==> src/rtl/bstse_pkg.sv <==
// Shared types, constants and the key order function for the BST set engine.
// No dependencies; imported by bstse_walk_ctrl and the top level, not by the node RAM.
`default_nettype none

package bstse_pkg;

    localparam int NODE_CAP = 64;
    localparam int KEY_W    = 32;
    localparam int IDX_W    = $clog2(NODE_CAP);
    localparam int LINK_W   = IDX_W + 1;

    localparam logic [LINK_W-1:0] NULL_LINK = LINK_W'(NODE_CAP);
    localparam logic [LINK_W-1:0] FULL_COUNT = LINK_W'(NODE_CAP);

    localparam logic KIND_SEARCH = 1'b0;
    localparam logic KIND_ADD    = 1'b1;

    typedef struct packed {
        logic [KEY_W-1:0]  key;
        logic [LINK_W-1:0] left;
        logic [LINK_W-1:0] right;
    } node_word_t;

    localparam int NODE_W = $bits(node_word_t);

    typedef struct packed {
        logic              we;
        logic [IDX_W-1:0]  addr;
        node_word_t        wdata;
    } mem_req_t;

    typedef enum logic [2:0] {
        ST_IDLE,
        ST_FETCH,
        ST_CMP,
        ST_WR_NEW,
        ST_WR_PAR
    } walk_state_t;

    // a < b under the selected order; signed order flips the sign bits
    function automatic logic key_less(input logic [KEY_W-1:0] a,
                                      input logic [KEY_W-1:0] b,
                                      input logic             signed_mode);
        logic [KEY_W-1:0] flip;
        flip = {signed_mode, {(KEY_W-1){1'b0}}};
        return (a ^ flip) < (b ^ flip);
    endfunction

endpackage

`default_nettype wire

==> src/rtl/bstse_node_ram.sv <==
// Generic single-port synchronous RAM, one write or one read per cycle.
// Read data registered. No package dependency.
`default_nettype none

module bstse_node_ram #(
    parameter int WIDTH = 46,
    parameter int DEPTH = 64
) (
    input  wire logic                     clk,
    input  wire logic                     we,
    input  wire logic [$clog2(DEPTH)-1:0] addr,
    input  wire logic [WIDTH-1:0]         wdata,
    output logic      [WIDTH-1:0]         rdata
);

    logic [WIDTH-1:0] mem [DEPTH];

    always_ff @(posedge clk)
    begin
        if (we)
        begin
            mem[addr] <= wdata;
        end
        rdata <= mem[addr];
    end

endmodule

`default_nettype wire

==> src/rtl/bstse_walk_ctrl.sv <==
// Tree walk sequencer: root link, node count, compare and link update.
// Depends on bstse_pkg; drives the node RAM through a mem_req_t request.
`default_nettype none

module bstse_walk_ctrl
    import bstse_pkg::*;
(
    input  wire logic               clk,
    input  wire logic               rst_n,
    input  wire logic               start,
    input  wire logic               kind,
    input  wire logic [KEY_W-1:0]   key,
    input  wire logic               signed_mode,
    output logic                    busy,
    output mem_req_t                mem_req,
    input  wire node_word_t         mem_rdata,
    output logic                    done,
    output logic                    found,
    output logic                    added,
    output logic                    full_res,
    output logic [IDX_W-1:0]        node_index
);

    walk_state_t       state_reg, state_next;
    logic              kind_reg, kind_next;
    logic [KEY_W-1:0]  key_reg, key_next;
    logic [LINK_W-1:0] cur_reg, cur_next;
    logic [IDX_W-1:0]  parent_reg, parent_next;
    logic              has_parent_reg, has_parent_next;
    logic              side_left_reg, side_left_next;
    node_word_t        parent_word_reg, parent_word_next;
    logic [LINK_W-1:0] root_reg, root_next;
    logic [LINK_W-1:0] count_reg, count_next;

    logic              done_reg, done_next;
    logic              found_reg, found_next;
    logic              added_reg, added_next;
    logic              full_reg, full_next;
    logic [IDX_W-1:0]  idx_reg, idx_next;

    logic              key_eq;
    logic              key_lt;
    logic              walk_end;

    assign key_eq   = (key_reg == mem_rdata.key);
    assign key_lt   = key_less(key_reg, mem_rdata.key, signed_mode);
    // null marker and links past the fill both end the walk
    assign walk_end = (cur_reg >= count_reg);

    // next state
    always_comb
    begin
        state_next = state_reg;
        unique case (state_reg)
            ST_IDLE:
            begin
                if (start)
                begin
                    state_next = ST_FETCH;
                end
            end
            ST_FETCH:
            begin
                if (!walk_end)
                begin
                    state_next = ST_CMP;
                end
                else if (kind_reg == KIND_ADD && count_reg != FULL_COUNT)
                begin
                    state_next = ST_WR_NEW;
                end
                else
                begin
                    state_next = ST_IDLE;
                end
            end
            ST_CMP:
            begin
                state_next = key_eq ? ST_IDLE : ST_FETCH;
            end
            ST_WR_NEW:
            begin
                state_next = has_parent_reg ? ST_WR_PAR : ST_IDLE;
            end
            ST_WR_PAR:
            begin
                state_next = ST_IDLE;
            end
            default:
            begin
                state_next = ST_IDLE;
            end
        endcase
    end

    // datapath and outputs
    always_comb
    begin
        kind_next        = kind_reg;
        key_next         = key_reg;
        cur_next         = cur_reg;
        parent_next      = parent_reg;
        has_parent_next  = has_parent_reg;
        side_left_next   = side_left_reg;
        parent_word_next = parent_word_reg;
        root_next        = root_reg;
        count_next       = count_reg;
        done_next        = 1'b0;
        found_next       = found_reg;
        added_next       = added_reg;
        full_next        = full_reg;
        idx_next         = idx_reg;
        mem_req          = '0;
        mem_req.addr     = cur_reg[IDX_W-1:0];

        unique case (state_reg)
            ST_IDLE:
            begin
                if (start)
                begin
                    kind_next       = kind;
                    key_next        = key;
                    cur_next        = root_reg;
                    has_parent_next = 1'b0;
                end
            end
            ST_FETCH:
            begin
                if (walk_end)
                begin
                    if (!(kind_reg == KIND_ADD && count_reg != FULL_COUNT))
                    begin
                        done_next  = 1'b1;
                        found_next = 1'b0;
                        added_next = 1'b0;
                        full_next  = (kind_reg == KIND_ADD);
                        idx_next   = '0;
                    end
                end
            end
            ST_CMP:
            begin
                if (key_eq)
                begin
                    done_next  = 1'b1;
                    found_next = 1'b1;
                    added_next = 1'b0;
                    full_next  = 1'b0;
                    idx_next   = cur_reg[IDX_W-1:0];
                end
                else
                begin
                    parent_next      = cur_reg[IDX_W-1:0];
                    has_parent_next  = 1'b1;
                    side_left_next   = key_lt;
                    parent_word_next = mem_rdata;
                    cur_next         = key_lt ? mem_rdata.left : mem_rdata.right;
                end
            end
            ST_WR_NEW:
            begin
                mem_req.we          = 1'b1;
                mem_req.addr        = count_reg[IDX_W-1:0];
                mem_req.wdata.key   = key_reg;
                mem_req.wdata.left  = NULL_LINK;
                mem_req.wdata.right = NULL_LINK;
                if (!has_parent_reg)
                begin
                    root_next  = count_reg;
                    count_next = count_reg + LINK_W'(1);
                    done_next  = 1'b1;
                    found_next = 1'b0;
                    added_next = 1'b1;
                    full_next  = 1'b0;
                    idx_next   = count_reg[IDX_W-1:0];
                end
            end
            ST_WR_PAR:
            begin
                mem_req.we    = 1'b1;
                mem_req.addr  = parent_reg;
                mem_req.wdata = parent_word_reg;
                if (side_left_reg)
                begin
                    mem_req.wdata.left = count_reg;
                end
                else
                begin
                    mem_req.wdata.right = count_reg;
                end
                count_next = count_reg + LINK_W'(1);
                done_next  = 1'b1;
                found_next = 1'b0;
                added_next = 1'b1;
                full_next  = 1'b0;
                idx_next   = count_reg[IDX_W-1:0];
            end
            default:
            begin
            end
        endcase
    end

    always_ff @(posedge clk or negedge rst_n)
    begin
        if (!rst_n)
        begin
            state_reg      <= ST_IDLE;
            root_reg       <= NULL_LINK;
            count_reg      <= '0;
            done_reg       <= 1'b0;
            has_parent_reg <= 1'b0;
        end
        else
        begin
            state_reg      <= state_next;
            root_reg       <= root_next;
            count_reg      <= count_next;
            done_reg       <= done_next;
            has_parent_reg <= has_parent_next;
        end
    end

    always_ff @(posedge clk)
    begin
        kind_reg        <= kind_next;
        key_reg         <= key_next;
        cur_reg         <= cur_next;
        parent_reg      <= parent_next;
        side_left_reg   <= side_left_next;
        parent_word_reg <= parent_word_next;
        found_reg       <= found_next;
        added_reg       <= added_next;
        full_reg        <= full_next;
        idx_reg         <= idx_next;
    end

    assign busy       = (state_reg != ST_IDLE);
    assign done       = done_reg;
    assign found      = found_reg;
    assign added      = added_reg;
    assign full_res   = full_reg;
    assign node_index = idx_reg;

`ifndef NO_ASSERTIONS
    a_count_bounded: assert property (@(posedge clk) disable iff (!rst_n)
        count_reg <= FULL_COUNT)
        else $error("node count past capacity");

    a_add_bumps_count: assert property (@(posedge clk) disable iff (!rst_n)
        (done_reg && added_reg) |-> (count_reg == $past(count_reg) + LINK_W'(1)))
        else $error("added transaction without count increment");

    a_flags_exclusive: assert property (@(posedge clk) disable iff (!rst_n)
        done_reg |-> !((found_reg && added_reg) || (full_reg && (found_reg || added_reg))))
        else $error("conflicting result flags");

    a_write_only_busy: assert property (@(posedge clk) disable iff (!rst_n)
        mem_req.we |-> (state_reg == ST_WR_NEW || state_reg == ST_WR_PAR))
        else $error("node write outside insert");

    a_strobe_single: assert property (@(posedge clk) disable iff (!rst_n)
        done_reg |=> !done_reg)
        else $error("result strobe longer than one cycle");
`endif

endmodule

`default_nettype wire

==> src/rtl/array_bst_set_engine_core.sv <==
// Top level of the BST set engine: config register, walk sequencer, node RAM.
// Depends on bstse_pkg, bstse_walk_ctrl and bstse_node_ram.
`default_nettype none

// Keeps a set of up to 64 32-bit keys as an unbalanced binary search tree held
// in one 64-entry node RAM (key, left link, right link per node). A transaction
// is taken when start is high and busy is low; kind 0 searches, kind 1 adds.
// Each transaction gives exactly one result, shown for one cycle with done
// high; the receiver cannot stall it. The accepting edge loads the root link;
// after it the walk visits each tree level with a RAM read, then a compare,
// as the single RAM port with its registered read sets the pace. A walk that
// runs off the tree ends with the fetch that meets the null link; an add of a
// new key then writes the node and relinks its parent (no relink for the first
// node). busy drops in the cycle that carries the result strobe.
// compare_signed (cfg_wr_en/cfg_wr_data) picks unsigned or two's complement
// key order. The user must write it only while the block is idle; the block
// itself does not enforce this.
// No clearing pass after reset: a node is only read after it has been written.
module array_bst_set_engine_core
    import bstse_pkg::*;
(
    input  wire logic              clk,
    input  wire logic              rst_n,
    input  wire logic              start,
    output logic                   busy,
    input  wire logic              kind,
    input  wire logic [KEY_W-1:0]  key,
    input  wire logic              cfg_wr_en,
    input  wire logic              cfg_wr_data,
    output logic                   done,
    output logic                   found,
    output logic                   added,
    output logic                   full_res,
    output logic [IDX_W-1:0]       node_index
);

    logic       compare_signed_reg;
    mem_req_t   mem_req;
    logic [NODE_W-1:0] ram_rdata;
    node_word_t node_rdata;

    // order select register
    always_ff @(posedge clk or negedge rst_n)
    begin
        if (!rst_n)
        begin
            compare_signed_reg <= 1'b0;
        end
        else if (cfg_wr_en)
        begin
            compare_signed_reg <= cfg_wr_data;
        end
    end

    assign node_rdata = node_word_t'(ram_rdata);

    bstse_walk_ctrl u_walk (
        .clk         (clk),
        .rst_n       (rst_n),
        .start       (start),
        .kind        (kind),
        .key         (key),
        .signed_mode (compare_signed_reg),
        .busy        (busy),
        .mem_req     (mem_req),
        .mem_rdata   (node_rdata),
        .done        (done),
        .found       (found),
        .added       (added),
        .full_res    (full_res),
        .node_index  (node_index)
    );

    bstse_node_ram #(
        .WIDTH (NODE_W),
        .DEPTH (NODE_CAP)
    ) u_nodes (
        .clk   (clk),
        .we    (mem_req.we),
        .addr  (mem_req.addr),
        .wdata (mem_req.wdata),
        .rdata (ram_rdata)
    );

endmodule

`default_nettype wire

==> config.mk <==
export PLATFORM = sky130hd
export DESIGN_NAME = array_bst_set_engine_core
export DESIGN_NICKNAME = d
export VERILOG_FILES = /design/src/rtl/bstse_pkg.sv /design/src/rtl/bstse_node_ram.sv /design/src/rtl/bstse_walk_ctrl.sv /design/src/rtl/array_bst_set_engine_core.sv
export SDC_FILE = /design/constraint.sdc
export NUM_CORES = 2
export LEC_CHECK = 0
export BUFFER_PORTS_ARGS = -buffer_cell sky130_fd_sc_hd__buf_2
export CORE_MARGIN = 8
export CORE_UTILIZATION = 38
export DETAILED_ROUTE_END_ITERATION = 6
export HOLD_SLACK_MARGIN = 0.05
export PLACE_DENSITY = 0.53
export SYNTH_ARGS = -nofsm -noshare
export SYNTH_HDL_FRONTEND = slang
export SYNTH_HIERARCHICAL = 1
export SYNTH_SLANG_ARGS = --single-unit
==> constraint.sdc <==
create_clock -name clk -period 16.4 [get_ports clk]
set_input_delay 1.64 -clock clk [delete_from_list [all_inputs] [get_ports clk]]
set_output_delay 1.64 -clock clk [all_outputs]
set_load 0.005 [all_outputs]
==> metrics.yaml <==
finalCritPeriodShare: 0.4350
viasPerCell: 6.446
antenna_found_initial: 30
cts_tree: "yes"
coreArea_um2: 308300
timing_worst_setup_path_type: "reg2reg"
syn_nets: 6684
grt_pass1_wl_mm: 583.7
r2r_start: "u_walk/state_reg[0]$_DFFE_PN0P_"
cap_violations: 0
cts_buffers: 327
worst-path-buf-inv: 8
track_usage: 0.2549
fill_cells: 27010
postCtsSetupBuffers: 0
period_needed_ns: 7.134
grt_pass1_vias: 68810
internal_power_mw: 15.63
synth_edf_count: 3046
switching_share: 0.3825
initial_core_util: 0.3810
critPathCaptureType: "flip-flop"
cts_buffer_depth: 4
r2r_slack_ns: 9.27
worst_pin_slew_ns: 1.470
area_growth_pct: 13.66
gr-total-overflow: 0
die_w_um: 572.0
reg2regPathDepth: 14
ctsHtreeMaxLevel: 5
arrival_ns: 7.65
seq_area_frac_synth: 0.7907
drive_gt1_frac: 0.1535
synth_top_cell_by_area: "edfxtp_1"
dp_hpwl_mm: 239.4
run_status: "finished clean"
dr.first_iter.drc_count: 11570
hold_path.startpoint: "u_nodes/rdata[19]$_DFF_P_"
post-route-util: 0.4331
cts_hold_buffers: 0
dr.pass1.iters: 6
fin_nets: 6824
whs_path_depth: 0
io_pins: 49
clockRootBuffer: "clkbuf_16"
synth_cell_types: 90
synthArstFlopShare: 0.006427
syn_avg_cell_area_um2: 17.78
hp-class: "reg2reg"
final-setup-viol-count: 0
powerDensity_nw_per_um2: 189.5
cts_num_sinks: 3112
rsz0062_at_grt: "false"
report.final.slew_viol_count: 0
fin_skew_ns: 0.04039
slew_headroom: 0.01761
synthFlopType: "edfxtp_1"
clk_pin_slew_ns: 0.06
die_y_um: 572.0
grt_max_degree: 128
cpMostUsedCell: "buf_4"
critPathLaunchType: "flip-flop"
num_vias: 71700
largest_register_ffs: 2944
drc: 0
wl_mm: 431.4
irDropWorstVdd_uv: 226.0
p_leak_nw: 42.64
required_ns: 16.92
crit_family: "buffers and inverters"
pwr-share-seq: 0.378
pwr-share-comb: 0.342
crit_fanout: 49
crit_slowest_cell: "nor2_4"
max_freq_mhz: 140.2
finalWeightedCongestion: 0.8245
finalHoldViolCount: 0
synth_top_area_frac: 0.7786
clkPwrFrac: 0.280
min_to: "u_walk/parent_word_reg[19]$_DFFE_PP_"
max_stage_delay_ns: 1.02
setup_tns_ns: 0
clock_latency_ns: 0.92
die_area_um2: 327200
netlist_instances: 6606
ys_ff_latch: 3112
synth.area.top_cells: "edfxtp_1 78%, a22oi_1 4.2%, a221oi_1 3.7%, mux2_2 1.3%, mux2i_1 1.1%"
antenna_left: 0
io_buffers: 48
r2r_end: "u_nodes/mem[40][3]$_DFFE_PP_"
cts_resized: 0
switchingPower_mw: 9.681
ys_warn_count: 6
synth.cell_area_um2: 117500
core.rowCount: 204
wl_per_cell_um: 38.78
cp_cell_sequence: "inv_1 > nor3_4 > buf_4 > nor2_1 > buf_4 > inv_1 > o21ai_4 > buf_4 > nor2_4 > buf_4 > buf_4 > nand2_1 > nor2_4 > buf_4"
cp.depth: 14
[Yosys cell counts, types with 19 or more instances]
cell	n
nand3_1	41
a221o_1	27
a22oi_1	656
a221oi_1	498
dfxtp_1	46
o22ai_1	181
clkbuf_1	193
inv_1	43
nor2_1	284
o22a_1	61
o221ai_1	20
dfrtp_1	19
nor3_1	45
nand4_1	50
mux2_2	138
a22o_1	70
buf_1	59
edfxtp_1	3046
buf_6	21
a21oi_1	113
o21ai_0	161
buf_4	20
mux4_2	36
mux2i_1	130
a31oi_1	39
nor4_1	21
nand2_1	119
ha_1	40
buf_2	196
[per-stage QoR]
| stage | setup slack [ns] | cells | power (mW) | hold slack (ns) | instance area, um2 |
|---|---|---|---|---|---|
| after global placement | 9.355 | 10540 | 18.13 | 0.4222 | 123500 |
| after floorplan | 11.11 | 6606 | 14.40 | 0.4019 | 117500 |
| after global routing | 9.214 | 11120 | 25.91 | 0.4411 | 133500 |
| final | 9.266 | 11120 | 25.31 | 0.4380 | 133500 |
| after detailed placement | 9.412 | 10540 | 18.17 | 0.4230 | 123500 |
| after CTS | 9.386 | 11120 | 25.18 | 0.4388 | 133500 |
[how the worst max path moves through the flow]
| stage | start | end | slack (ns) |
|---|---|---|---|
| floorplan | u_walk/state_reg[0]$_DFFE_PN0P_ | u_nodes/mem[12][0]$_DFFE_PP_ | 11.11 |
| global placement | u_walk/state_reg[0]$_DFFE_PN0P_ | u_nodes/mem[40][29]$_DFFE_PP_ | 9.35 |
| detailed placement | u_walk/state_reg[0]$_DFFE_PN0P_ | u_nodes/mem[40][29]$_DFFE_PP_ | 9.41 |
| CTS | u_walk/state_reg[0]$_DFFE_PN0P_ | u_nodes/mem[40][1]$_DFFE_PP_ | 9.39 |
| global route | u_walk/state_reg[0]$_DFFE_PN0P_ | u_nodes/mem[40][3]$_DFFE_PP_ | 9.21 |
| finish | u_walk/state_reg[0]$_DFFE_PN0P_ | u_nodes/mem[40][3]$_DFFE_PP_ | 9.27 |
[kinds of logic after synthesis]
logic type | Yosys count | share of synthesized area
buf+inv | 537 | 0.02135
fa+ha+maj | 40 | 0.004260
mux | 308 | 0.03165
simple gates | 654 | 0.02640
xor+xnor | 7 | 0.0005858
flops | 3112 | 0.7907
compound gates | 1948 | 0.1251
[placed cells by master (no fill, tap or decap), drive strengths merged, types with 20 or more instances in the layout]
master	Yosys	layout
a21oi	113	113
a221o	27	27
a221oi	502	502
a22o	71	71
a22oi	656	656
a31oi	39	39
buf	297	302
clkbuf	194	433
clkinv	0	126
dfxtp	46	46
edfxtp	3046	3046
ha	40	40
inv	46	54
mux2	142	142
mux2i	130	130
mux4	36	36
nand2	119	119
nand3	41	41
nand4	51	51
nor2	286	286
nor3	47	47
nor4	22	22
o21ai	168	168
o221ai	20	20
o22a	61	61
o22ai	181	181
[power by group through the flow]
stage | Clock (mW) | Combinational [mW] | Sequential (mW)
global route | 7.43 | 8.90 | 9.58
CTS | 7.15 | 8.46 | 9.58
floorplan | 0 | 4.89 | 9.51
detailed placement | 0 | 8.43 | 9.74
global placement | 0 | 8.39 | 9.74
finish | 7.08 | 8.65 | 9.58
[final cells by class]
type | count | area [um2] | area share
sequential | 3112 | 92890 | 0.6957
clock inverter | 149 | 1130 | 0.008461
timing repair buffer | 302 | 2255 | 0.01689
inverter | 46 | 190.2 | 0.001424
multi-input combinational | 2957 | 23010 | 0.1723
clock buffer | 433 | 8884 | 0.06653
antenna | 5 | 12.51 | 0.00009370
tap | 4120 | 5155 | 0.03861
[per-layer routing]
layer,vias to the layer above,GRT usage,routed length [um],share of wire
met3,913,0.06252,50300,0.12
met1,37900,0.3460,165700,0.38
met2,4850,0.3914,192600,0.45
li1,28040,-,-,-
met5,-,0.0002904,41,0.000095
met4,6,0.1114,22730,0.053
Power figures use the tool's default switching activity.
